[config.mk]
export PLATFORM = sky130hd
export DESIGN_NAME = tics_cfg_regs_flat
export DESIGN_NICKNAME = d
export VERILOG_FILES = /design/src/sv/tics_pkg.sv /design/src/sv/tics_ifs.sv /design/src/sv/tics_cfg_regs.sv /design/src/flat_wrapper.sv
export SDC_FILE = /design/constraint.sdc
export NUM_CORES = 1
export LEC_CHECK = 0
export BUFFER_PORTS_ARGS = -buffer_cell sky130_fd_sc_hd__clkbuf_2
export CAP_MARGIN = 40
export CORE_MARGIN = 2
export CORE_UTILIZATION = 49
export DETAILED_ROUTE_END_ITERATION = 12
export HOLD_SLACK_MARGIN = 0.02
export PLACE_DENSITY = 0.79
export SLEW_MARGIN = 10
export SYNTH_ARGS = -nofsm -noshare
export SYNTH_HDL_FRONTEND = slang
export SYNTH_SLANG_ARGS = --single-unit
[constraint.sdc]
create_clock -name i_clk -period 1.6 [get_ports i_clk]
set_input_delay 0.16 -clock i_clk [delete_from_list [all_inputs] [get_ports i_clk]]
set_output_delay 0.16 -clock i_clk [all_outputs]
set_load 0.03 [all_outputs]
[src/sv/tics_pkg.sv]
// shared types and constants of the triangular inverse cdf sampler
`timescale 1ns / 1ps
`default_nettype none

package tics_pkg;

    localparam int U_W        = 32;
    localparam int Q_W        = 32;
    localparam int SCALE_W    = 64;
    localparam int ROOT_W     = 32;
    localparam int REM_W      = ROOT_W + 2;
    localparam int SUM_W      = Q_W + 2;
    localparam int CFG_IDX_W  = 3;
    localparam int CFG_DATA_W = 64;

    localparam int SQRT_STEPS  = 2;
    localparam int SQRT_STAGES = ROOT_W / SQRT_STEPS;

    localparam logic [CFG_IDX_W-1:0] REG_LOWER_LIMIT = 3'd0;
    localparam logic [CFG_IDX_W-1:0] REG_UPPER_LIMIT = 3'd1;
    localparam logic [CFG_IDX_W-1:0] REG_SPLIT_POINT = 3'd2;
    localparam logic [CFG_IDX_W-1:0] REG_SCALE_LOW   = 3'd3;
    localparam logic [CFG_IDX_W-1:0] REG_SCALE_HIGH  = 3'd4;

    localparam logic signed [Q_W-1:0] RST_LOWER_LIMIT = 32'sd0;
    localparam logic signed [Q_W-1:0] RST_UPPER_LIMIT = 32'sd131072;
    localparam logic [U_W-1:0]        RST_SPLIT_POINT = 32'h8000_0000;
    localparam logic [SCALE_W-1:0]    RST_SCALE_LOW   = 64'h0000_0002_0000_0000;
    localparam logic [SCALE_W-1:0]    RST_SCALE_HIGH  = 64'h0000_0002_0000_0000;

    localparam logic signed [Q_W-1:0] Q16_MAX = 32'sh7FFF_FFFF;
    localparam logic signed [Q_W-1:0] Q16_MIN = 32'sh8000_0000;

    typedef struct packed {
        logic signed [Q_W-1:0] lower_limit;
        logic signed [Q_W-1:0] upper_limit;
        logic [U_W-1:0]        split_point;
        logic [SCALE_W-1:0]    scale_low;
        logic [SCALE_W-1:0]    scale_high;
    } t_cfg;

    typedef struct packed {
        logic                  valid;
        logic                  low_branch;
        logic signed [Q_W-1:0] limit;
    } t_ctl;

    typedef struct packed {
        logic [ROOT_W-1:0]  root;
        logic [REM_W-1:0]   rem;
        logic [SCALE_W-1:0] radicand;
    } t_sqrt;

endpackage

`default_nettype wire

[src/sv/tics_ifs.sv]
// handshake channel interfaces of the triangular inverse cdf sampler
`timescale 1ns / 1ps
`default_nettype none


interface tics_cfg_if import tics_pkg::*; ();
    logic                  valid;
    logic                  ready;
    logic [CFG_IDX_W-1:0]  index;
    logic [CFG_DATA_W-1:0] data;

    modport source (output valid, output index, output data, input ready);
    modport sink (input valid, input index, input data, output ready);
endinterface

`default_nettype wire

[src/sv/tics_cfg_regs.sv]
// configuration register file
`timescale 1ns / 1ps
`default_nettype none

module tics_cfg_regs import tics_pkg::*; (
    input  wire         i_clk,
    input  wire         i_rst_n,
    tics_cfg_if.sink    i_cfg,
    output t_cfg        o_cfg
);

    t_cfg r_cfg;
    t_cfg n_cfg;

    assign i_cfg.ready = 1'b1;

    always_comb begin
        n_cfg = r_cfg;
        if (i_cfg.valid) begin
            case (i_cfg.index)
                REG_LOWER_LIMIT: n_cfg.lower_limit = i_cfg.data[Q_W-1:0];
                REG_UPPER_LIMIT: n_cfg.upper_limit = i_cfg.data[Q_W-1:0];
                REG_SPLIT_POINT: n_cfg.split_point = i_cfg.data[U_W-1:0];
                REG_SCALE_LOW:   n_cfg.scale_low   = i_cfg.data[SCALE_W-1:0];
                REG_SCALE_HIGH:  n_cfg.scale_high  = i_cfg.data[SCALE_W-1:0];
                default:         n_cfg = r_cfg;
            endcase
        end
    end

    always_ff @(posedge i_clk) begin
        if (!i_rst_n) begin
            r_cfg.lower_limit <= RST_LOWER_LIMIT;
            r_cfg.upper_limit <= RST_UPPER_LIMIT;
            r_cfg.split_point <= RST_SPLIT_POINT;
            r_cfg.scale_low   <= RST_SCALE_LOW;
            r_cfg.scale_high  <= RST_SCALE_HIGH;
        end else begin
            r_cfg <= n_cfg;
        end
    end

    assign o_cfg = r_cfg;

endmodule

`default_nettype wire

[src/flat_wrapper.sv]
// flat-port wrapper written by rule: the top's interface ports become plain ports
module tics_cfg_regs_flat import tics_pkg::*;
  (i_clk, i_rst_n, o_cfg, i_cfg_valid, i_cfg_index, i_cfg_data, i_cfg_ready);
  tics_cfg_if i_cfg_i ();
  input  wire i_clk;
  input  wire i_rst_n;
  output t_cfg o_cfg;
  input wire logic [$bits(i_cfg_i.valid)-1:0] i_cfg_valid;
  input wire logic [$bits(i_cfg_i.index)-1:0] i_cfg_index;
  input wire logic [$bits(i_cfg_i.data)-1:0] i_cfg_data;
  output wire logic [$bits(i_cfg_i.ready)-1:0] i_cfg_ready;
  assign i_cfg_i.valid = i_cfg_valid;
  assign i_cfg_i.index = i_cfg_index;
  assign i_cfg_i.data = i_cfg_data;
  assign i_cfg_ready = i_cfg_i.ready;
  tics_cfg_regs u_core (.i_clk(i_clk), .i_rst_n(i_rst_n), .i_cfg(i_cfg_i), .o_cfg(o_cfg));
endmodule
==> reports/results.ini <==
[status]
run_status=completed

[pwr]
ir_drop_mv=0.696
p_per_area_nw_per_um2=1090
p_leak_nw=5.87

[die]
io_pins=295
fp.dieH_um=133
die_w_um=133
initial_core_util_pct=49.8
dieArea_um2=17800
coreArea_um2=16500
row_count=47

[sta]
slew_violations=0
fin_crit_sh_pct=78.3
min_period_ns=1.25
worst-slew-pin-transition_ns=0.623
whs_ns=0.0332
finClkSkew_ns=0
slew_headroom_pct=58.5
setup_viol=0
hold_violations=0
rsz0062_at_grt=no
fmax_ghz=0.799
worst_slack_ns=0.348
setup_tns_ns=0

[clock_tree]
ctsResizeCount=0
post_cts_buffers=0
cts-root-buf=clkbuf_16
clock-sinks=224
ctsHoldBuffers=39
clk_latency_ns=0.49
numCtsBuffers=22
h-tree-depth=1
cts.clk_slew.worst_paths_ns=0.06
cts_tree=done
clk_path_buf_depth=3

[yosys]
syn-num-nets=873
synth_seq_cells=224
synth.avg_cell_area_um2=10.2
syn_inst=803
seq_area_frac_synth_pct=54.7
yosysWarnings=0
ys_types=14
synth_area_um2=8200

[setup_path]
crit_fanout=2
reg2reg_depth=2
path_buf_inv=1
critical_path_required_ns=1.44
setup.worst_path.class=flop to output pin
path_cells=clkbuf_2
start_kind=flop
crit_cells=1
end_kind=output pin
slowest_stage=dfxtp_1
critPathTopFamily=flip-flops
cp.arrival_ns=1.09
cpPeakStageDelay_ns=0.37

[placed_design]
io_buffers=293
hpwlAfterDp_um=14800
place_inst=1286
routabilityCongestion=0.781
pre_cts_slack_ns=0.0779

[detailed_routing]
via_per_inst=4.95
routed_wirelength_um=22300
drt_iter0_markers=232
routedWlPerCell_um=16.3
firstDrtPassIters=4
antenna_left=0
drc=0
vias=6755

[worst_hold_path]
hold_path_class=input port to flop
worstHoldPathCells=3

[layout]
finalNonFillerCells=1364
drive_gt1_share_pct=31.5
final_cell_mix=clkbuf_2, nand2_1, mux2i_1, dfxtp_1, dlygate4sd3_1
utilization_pct=68.0
nFillCells=1250
largest_register_ffs=224
area_delta_synth_final_pct=36.5
final_common_cell=clkbuf_2
nets=1199
diodes=0

[global_routing]
grt-ovfl-total=0
grt_max_degree=45
grt_pass1_vias=6764
antenna_found_initial=0
grt_pass1_wl_um=34800
groute.usage.overall_pct=24.0

[run]
drv_cap=0

report_power, final:
part	internal, mW	switching [mW]	total [mW]
combinational	0.410	0.700	1.11
sequential	5.70	0.0661	5.77
clock	3.18	2.09	5.27
total	9.29	2.85	12.1
routing by layer:
layer / track usage [%] / vias up / wire length [um]
li1: - / 3284 / -
met1: 28.6 / 3178 / 9270
met2: 42.5 / 242 / 10800
met3: 5.82 / 51 / 1590
met4: 8.39 / 0 / 670
met5: 0 / - / 0
cell families (layout without fill, tap and decap cells):
family	Yosys count	count (layout)	synth area share [%]
and+or+nand+nor	295	295	14.1
muxes	224	224	27.3
DFF	224	224	54.7
buffers and inverters	59	400	3.78
other	1	1	0.0457
final timing paths:
check	slack [ns]	from	end
setup reg to reg	0.92	u_core.o_cfg[40]	u_core.o_cfg[40]
hold reg to reg	0.45	u_core.o_cfg[221]	u_core.o_cfg[221]
setup / recovery	0.35	u_core.o_cfg[96]	o_cfg[96]
hold / removal	0.03	i_cfg_data[18]	u_core.o_cfg[210]
cell usage after synthesis:
| master | number | area [um2] |
|---|---|---|
| and4b_1 | 1 | 10.0 |
| buf_1 | 6 | 22.5 |
| buf_12 | 3 | 60.1 |
| buf_2 | 23 | 115 |
| buf_4 | 1 | 7.51 |
| buf_6 | 1 | 11.3 |
| clkbuf_1 | 25 | 93.8 |
| conb_1 | 1 | 3.75 |
| dfxtp_1 | 224 | 4480 |
| mux2i_1 | 224 | 2240 |
| nand2_1 | 283 | 1060 |
| nand4bb_1 | 3 | 33.8 |
| nor2b_1 | 7 | 43.8 |
| or4b_1 | 1 | 10.0 |
through the flow:
stage          instance area, um2  total power [mW]
6_report                    11200              12.1
5_1_grt                     11200              12.5
4_1_cts                     11200              12.2
3_5_place_dp                10100              6.91
3_3_place_gp                10100              6.90
2_1_floorplan                8200              6.52
area by class of cell:
| cell class | instances | area (um2) | share of cell area (%) |
|---|---|---|---|
| multi-input combinational | 520 | 3460 | 30.9 |
| clock inverter | 5 | 75.1 | 0.671 |
| tap | 220 | 275 | 2.46 |
| timing repair buffer | 361 | 2230 | 20.0 |
| sequential | 224 | 4480 | 40.1 |
| clock buffer | 34 | 667 | 5.96 |
(Power assumes the default switching activity.)
