--- config.mk ---
export PLATFORM = sky130hd
export DESIGN_NAME = tics_sqrt
export DESIGN_NICKNAME = d
export VERILOG_FILES = /design/src/sv/tics_pkg.sv /design/src/sv/tics_sqrt.sv
export SDC_FILE = /design/constraint.sdc
export NUM_CORES = 2
export LEC_CHECK = 0
export ABC_AREA = 1
export BUFFER_PORTS_ARGS = -buffer_cell sky130_fd_sc_hd__buf_2
export CAP_MARGIN = 20
export CELL_PAD_IN_SITES_DETAIL_PLACEMENT = 0
export CELL_PAD_IN_SITES_GLOBAL_PLACEMENT = 2
export CORE_AREA = 2 2 465 651
export DETAILED_ROUTE_END_ITERATION = 16
export DIE_AREA = 0 0 467 653
export HOLD_SLACK_MARGIN = 0.06
export PLACE_DENSITY_LB_ADDON = 0.1
export SYNTH_ARGS = -nofsm -noshare
export SYNTH_HDL_FRONTEND = slang
export SYNTH_SLANG_ARGS = --single-unit
--- constraint.sdc ---
create_clock -name i_clk -period 4.4 [get_ports i_clk]
set_input_delay 0 -clock i_clk [delete_from_list [all_inputs] [get_ports i_clk]]
set_output_delay 0 -clock i_clk [all_outputs]
set_load 0.01 [all_outputs]
--- src/sv/tics_pkg.sv ---
// shared types and constants of the triangular inverse cdf sampler
`timescale 1ns / 1ps
`default_nettype none

package tics_pkg;

    localparam int U_W        = 32;
    localparam int Q_W        = 32;
    localparam int SCALE_W    = 64;
    localparam int ROOT_W     = 32;
    localparam int REM_W      = ROOT_W + 2;
    localparam int SUM_W      = Q_W + 2;
    localparam int CFG_IDX_W  = 3;
    localparam int CFG_DATA_W = 64;

    localparam int SQRT_STEPS  = 2;
    localparam int SQRT_STAGES = ROOT_W / SQRT_STEPS;

    localparam logic [CFG_IDX_W-1:0] REG_LOWER_LIMIT = 3'd0;
    localparam logic [CFG_IDX_W-1:0] REG_UPPER_LIMIT = 3'd1;
    localparam logic [CFG_IDX_W-1:0] REG_SPLIT_POINT = 3'd2;
    localparam logic [CFG_IDX_W-1:0] REG_SCALE_LOW   = 3'd3;
    localparam logic [CFG_IDX_W-1:0] REG_SCALE_HIGH  = 3'd4;

    localparam logic signed [Q_W-1:0] RST_LOWER_LIMIT = 32'sd0;
    localparam logic signed [Q_W-1:0] RST_UPPER_LIMIT = 32'sd131072;
    localparam logic [U_W-1:0]        RST_SPLIT_POINT = 32'h8000_0000;
    localparam logic [SCALE_W-1:0]    RST_SCALE_LOW   = 64'h0000_0002_0000_0000;
    localparam logic [SCALE_W-1:0]    RST_SCALE_HIGH  = 64'h0000_0002_0000_0000;

    localparam logic signed [Q_W-1:0] Q16_MAX = 32'sh7FFF_FFFF;
    localparam logic signed [Q_W-1:0] Q16_MIN = 32'sh8000_0000;

    typedef struct packed {
        logic signed [Q_W-1:0] lower_limit;
        logic signed [Q_W-1:0] upper_limit;
        logic [U_W-1:0]        split_point;
        logic [SCALE_W-1:0]    scale_low;
        logic [SCALE_W-1:0]    scale_high;
    } t_cfg;

    typedef struct packed {
        logic                  valid;
        logic                  low_branch;
        logic signed [Q_W-1:0] limit;
    } t_ctl;

    typedef struct packed {
        logic [ROOT_W-1:0]  root;
        logic [REM_W-1:0]   rem;
        logic [SCALE_W-1:0] radicand;
    } t_sqrt;

endpackage

`default_nettype wire

--- src/sv/tics_sqrt.sv ---
// pipelined integer square root, two result bits per stage
`timescale 1ns / 1ps
`default_nettype none

module tics_sqrt import tics_pkg::*; (
    input  wire                 i_clk,
    input  wire                 i_rst_n,
    input  wire                 i_en,
    input  t_ctl                i_ctl,
    input  wire [SCALE_W-1:0]   i_radicand,
    output t_ctl                o_ctl,
    output logic [ROOT_W-1:0]   o_root
);

    function automatic t_sqrt sqrt_step(input t_sqrt s);
        t_sqrt            v;
        logic [REM_W-1:0] rem_sh;
        logic [REM_W-1:0] trial;
        rem_sh     = {s.rem[REM_W-3:0], s.radicand[SCALE_W-1 -: 2]};
        trial      = {s.root, 2'b01};
        v.radicand = {s.radicand[SCALE_W-3:0], 2'b00};
        if (rem_sh >= trial) begin
            v.rem  = rem_sh - trial;
            v.root = {s.root[ROOT_W-2:0], 1'b1};
        end else begin
            v.rem  = rem_sh;
            v.root = {s.root[ROOT_W-2:0], 1'b0};
        end
        return v;
    endfunction

    t_ctl  r_ctl [SQRT_STAGES];
    t_sqrt r_st  [SQRT_STAGES];
    t_sqrt n_st  [SQRT_STAGES];

    for (genvar g = 0; g < SQRT_STAGES; g++) begin : g_stage
        t_sqrt w_in;
        t_ctl  w_ctl;

        if (g == 0) begin : g_first
            assign w_in.root     = {ROOT_W{1'b0}};
            assign w_in.rem      = {REM_W{1'b0}};
            assign w_in.radicand = i_radicand;
            assign w_ctl         = i_ctl;
        end else begin : g_next
            assign w_in  = r_st[g-1];
            assign w_ctl = r_ctl[g-1];
        end

        always_comb begin
            n_st[g] = w_in;
            for (int k = 0; k < SQRT_STEPS; k++) begin
                n_st[g] = sqrt_step(n_st[g]);
            end
        end

        always_ff @(posedge i_clk) begin
            if (!i_rst_n) begin
                r_ctl[g].valid <= 1'b0;
            end else if (i_en) begin
                r_ctl[g].valid <= w_ctl.valid;
            end
        end

        always_ff @(posedge i_clk) begin
            if (i_en) begin
                r_ctl[g].low_branch <= w_ctl.low_branch;
                r_ctl[g].limit      <= w_ctl.limit;
                r_st[g]             <= n_st[g];
            end
        end
    end

    assign o_ctl  = r_ctl[SQRT_STAGES-1];
    assign o_root = r_st[SQRT_STAGES-1].root;

endmodule

`default_nettype wire

==> flow_metrics.tcl <==
set metrics [dict create \
    hold-worst-slack_ps 210 \
    start_util_pct 35.8 \
    routed_via_density 4.86 \
    worstSetupPathType "reg -> reg" \
    antenna_found_initial 7 \
    num_rows 238 \
    period_needed_ps 4320 \
    crit_required_ps 4990 \
    crit_family "simple AND/OR/NAND/NOR gates" \
    io_buffers 166 \
    clk_latency_ps 940 \
    max_stage_delay_ps 490 \
    hpwl_um 317000 \
    cp_max_fo 8 \
    die-width_um 467 \
    syn_inst 12800 \
    max_freq_mhz 231 \
    drc_errors 0 \
    grt_pass1_vias 97200 \
    ir_drop_v 0.000447 \
    synth-simple-area-share_pct 25.7 \
    drv_cap 0 \
    hold_class "in -> reg" \
    synth_ff_type "edfxtp_1" \
    clkPwrFrac_pct 18.4 \
    drt_iter0_drc 6136 \
    final_common_cell "nand2_1" \
    grt_pass1_wl_um 580000 \
    p_comb_share_pct 55.0 \
    drv_slew 0 \
    status "finished clean" \
    setup_viol 0 \
    routed-via-count 97500 \
    leakagePower_nw 66.2 \
    grtUsageMet2_pct 47.2 \
    htree_num_levels 4 \
    drt_pass1_iterations 5 \
    final_cells 20000 \
    clk_pin_slew_ps 60 \
    relSlewSlack_pct 41.3 \
    swShare_pct 40.8 \
    async_flop_share_pct 0 \
    place.detailed.instances 19200 \
    worstSetupEndpointType "flip-flop" \
    grt_max_degree 146 \
    yosysWarnings 0 \
    crit_top_cell "buf_12" \
    syn2layout_area_growth_pct 37.9 \
    yosys.area_share.xor_xnor_pct 3.69 \
    cts_root_buf "clkbuf_16" \
    routedWlPerCell_um 19.7 \
    grtUsageMet1_pct 28.9 \
    synth_top_family_by_area "simple AND/OR/NAND/NOR gates" \
    rsz0062_at_grt "yes" \
    synth-seq-cells 1755 \
    mappedNetlistArea_um2 107000 \
    ant_nets 0 \
    fillers 29000 \
    power_density_nw_per_um2 590 \
    cts_tree "built" \
    cts_sinks 1755 \
    synth_compound_area_share_pct 8.03 \
    io_pins 167 \
    mostFrequentLayoutCells "3503 x nand2_1, 2619 x buf_4, 1754 x edfxtp_1" \
    wl_um 394000 \
    arrival_ps 4910 \
    finalCritPeriodShare_pct 98.3 \
    synth_mux_area_share_pct 0.00934 \
    synth_fa_ha_area_share_pct 6.51 \
    cp-start-kind "flip-flop" \
    clock_path_buffers 4 \
    hold_violations 0 \
    worstMarginPinSlew_ps 880 \
    routabilityCongestion 0.946 \
    grt.total_usage_pct 24.9 \
    intPower_mw 51.6 \
    overflow 0 \
    grt_use_met3_pct 1.89 \
    nets 16600 \
    critPathSlowestCell "edfxtp_1" \
    die_y_um 653 \
    yosysSeqAreaShare_pct 49.2 \
    core_um2 299000 \
    cts_buffers 190 \
    synth_edf_count 1754 \
    worst-path-buf-inv 9 \
    syn_avg_cell_area_um2 8.38 \
    power_frac_seq_pct 26.6 \
    switchingPower_mw 35.6 \
    grt_busiest_layer "met2" \
    dieArea_um2 305000 \
    fin_skew_ps 103 \
    yosysUniqueCellTypes 71 \
    layout-drive-gt1-share_pct 28.0 \
]
[Yosys cell counts, types with 6 or more instances]
cell type / instances / area (um2)
and3_1: 10 / 62.6
a21oi_2: 15 / 131
a21oi_1: 688 / 3440
nand4_1: 237 / 1480
xnor2_1: 197 / 1730
o211ai_1: 14 / 105
nor3_1: 162 / 811
o21a_1: 55 / 413
o21ai_1: 23 / 115
ha_1: 558 / 6980
nor2_1: 1337 / 5020
nor3b_1: 8 / 60.1
clkbuf_1: 45 / 169
nor4_1: 31 / 194
nand2_2: 30 / 188
buf_4: 20 / 150
inv_2: 24 / 90.1
a31oi_1: 33 / 206
o21ai_0: 603 / 3020
nor2_2: 28 / 175
nand3_2: 22 / 220
buf_6: 21 / 236
nor2_4: 20 / 225
and2_1: 14 / 87.6
o21bai_1: 59 / 443
a211oi_1: 7 / 52.6
edfxtp_1: 1754 / 52700
xor2_1: 253 / 2220
o21ai_2: 6 / 52.6
buf_2: 44 / 220
or2_2: 33 / 206
nand3_1: 788 / 3940
nand3b_1: 62 / 465
buf_1: 7 / 26.3
inv_1: 1715 / 6440
nand3_4: 7 / 123
a21o_1: 35 / 263
a21boi_0: 15 / 113
nand2_1: 3740 / 14000
[final timing paths]
check	from	endpoint	slack [ps]	cells past startpoint
worst max register to register	r_st[1][745]	r_st[1][817]	80	25
worst min register to register	r_ctl[1][228]	r_ctl[1][262]	340	0
worst min-delay path	i_radicand[61]	r_st[0][62]	210	5
worst max-delay path	r_st[1][745]	r_st[1][817]	80	25
[repair_timing]
item                                    in CTS  in global routing
pin swaps                                   87                327
gates resized for setup                    493               1139
endpoints found under the setup margin     342                396
endpoints found under the hold margin      463                  0
setup buffers                              126                195
hold buffers                               203                  0
cloned                                       9                 19
[power by group through the flow]
stage	registers, mW	clock network (mW)	logic, mW
4_1_cts	23.2	16.6	44.0
5_1_grt	23.4	17.1	52.6
3_5_place_dp	23.5	0	41.9
3_3_place_gp	23.5	0	42.0
6_report	23.2	16.0	48.0
2_1_floorplan	22.6	0	21.6
[tightest hold or removal path: stages]
cell and delay [ps]:
dlygate4sd3_1 530, buf_2 130, nor3_1 80, nor2_1 90, o21bai_1 70
[cell type report]
| cell class | count | area (um2) | area share [%] |
|---|---|---|---|
| Antenna cell | 4 | 10.0 | 0.00677 |
| Inverter | 1745 | 6630 | 4.48 |
| Timing Repair inverter | 3 | 20.0 | 0.0135 |
| Multi-Input combinational cell | 9149 | 52900 | 35.8 |
| Timing Repair Buffer | 3088 | 24400 | 16.5 |
| Sequential cell | 1755 | 52700 | 35.6 |
| Clock buffer | 209 | 4850 | 3.28 |
| Tap cell | 3960 | 4950 | 3.35 |
| Clock inverter | 131 | 1330 | 0.901 |
[logic make-up (layout without fill, tap and decap cells)]
logic type	Yosys count	count (layout)
fa+ha+maj	558	558
other cells	1	7
compound gates	1581	1581
buf+inv	1885	5176
mux	1	1
flops	1755	1755
xor+xnor	451	451
simple gates	6553	6555
[registers in the layout, summed over array words and instances, names as in the netlist]
signal,count
r_ctl,544
r_st,1211
[through the flow]
| stage | worst slack (ps) | TNS, ps | power [mW] | utilization [%] | area, um2 |
|---|---|---|---|---|---|
| 5_1_grt | -136 | -6070 | 93.1 | 49.4 | 148000 |
| 3_3_place_gp | -880 | -101380 | 65.5 | 43.6 | 131000 |
| 4_1_cts | -5.45 | -5.45 | 83.8 | 47.3 | 142000 |
| 2_1_floorplan | 136 | 0 | 44.2 | - | 107000 |
| 3_5_place_dp | -864 | -91040 | 65.4 | 43.6 | 131000 |
| 6_report | 76.0 | 0 | 87.2 | 49.4 | 148000 |
[routing by layer]
metal  vias to the layer above  share of wire, %
met5                         -            0.0033
li1                      48900                 -
met2                      1902                53
met3                       659               3.0
met1                     46000                40
met4                         2               4.4
(Power assumes the default switching activity.)
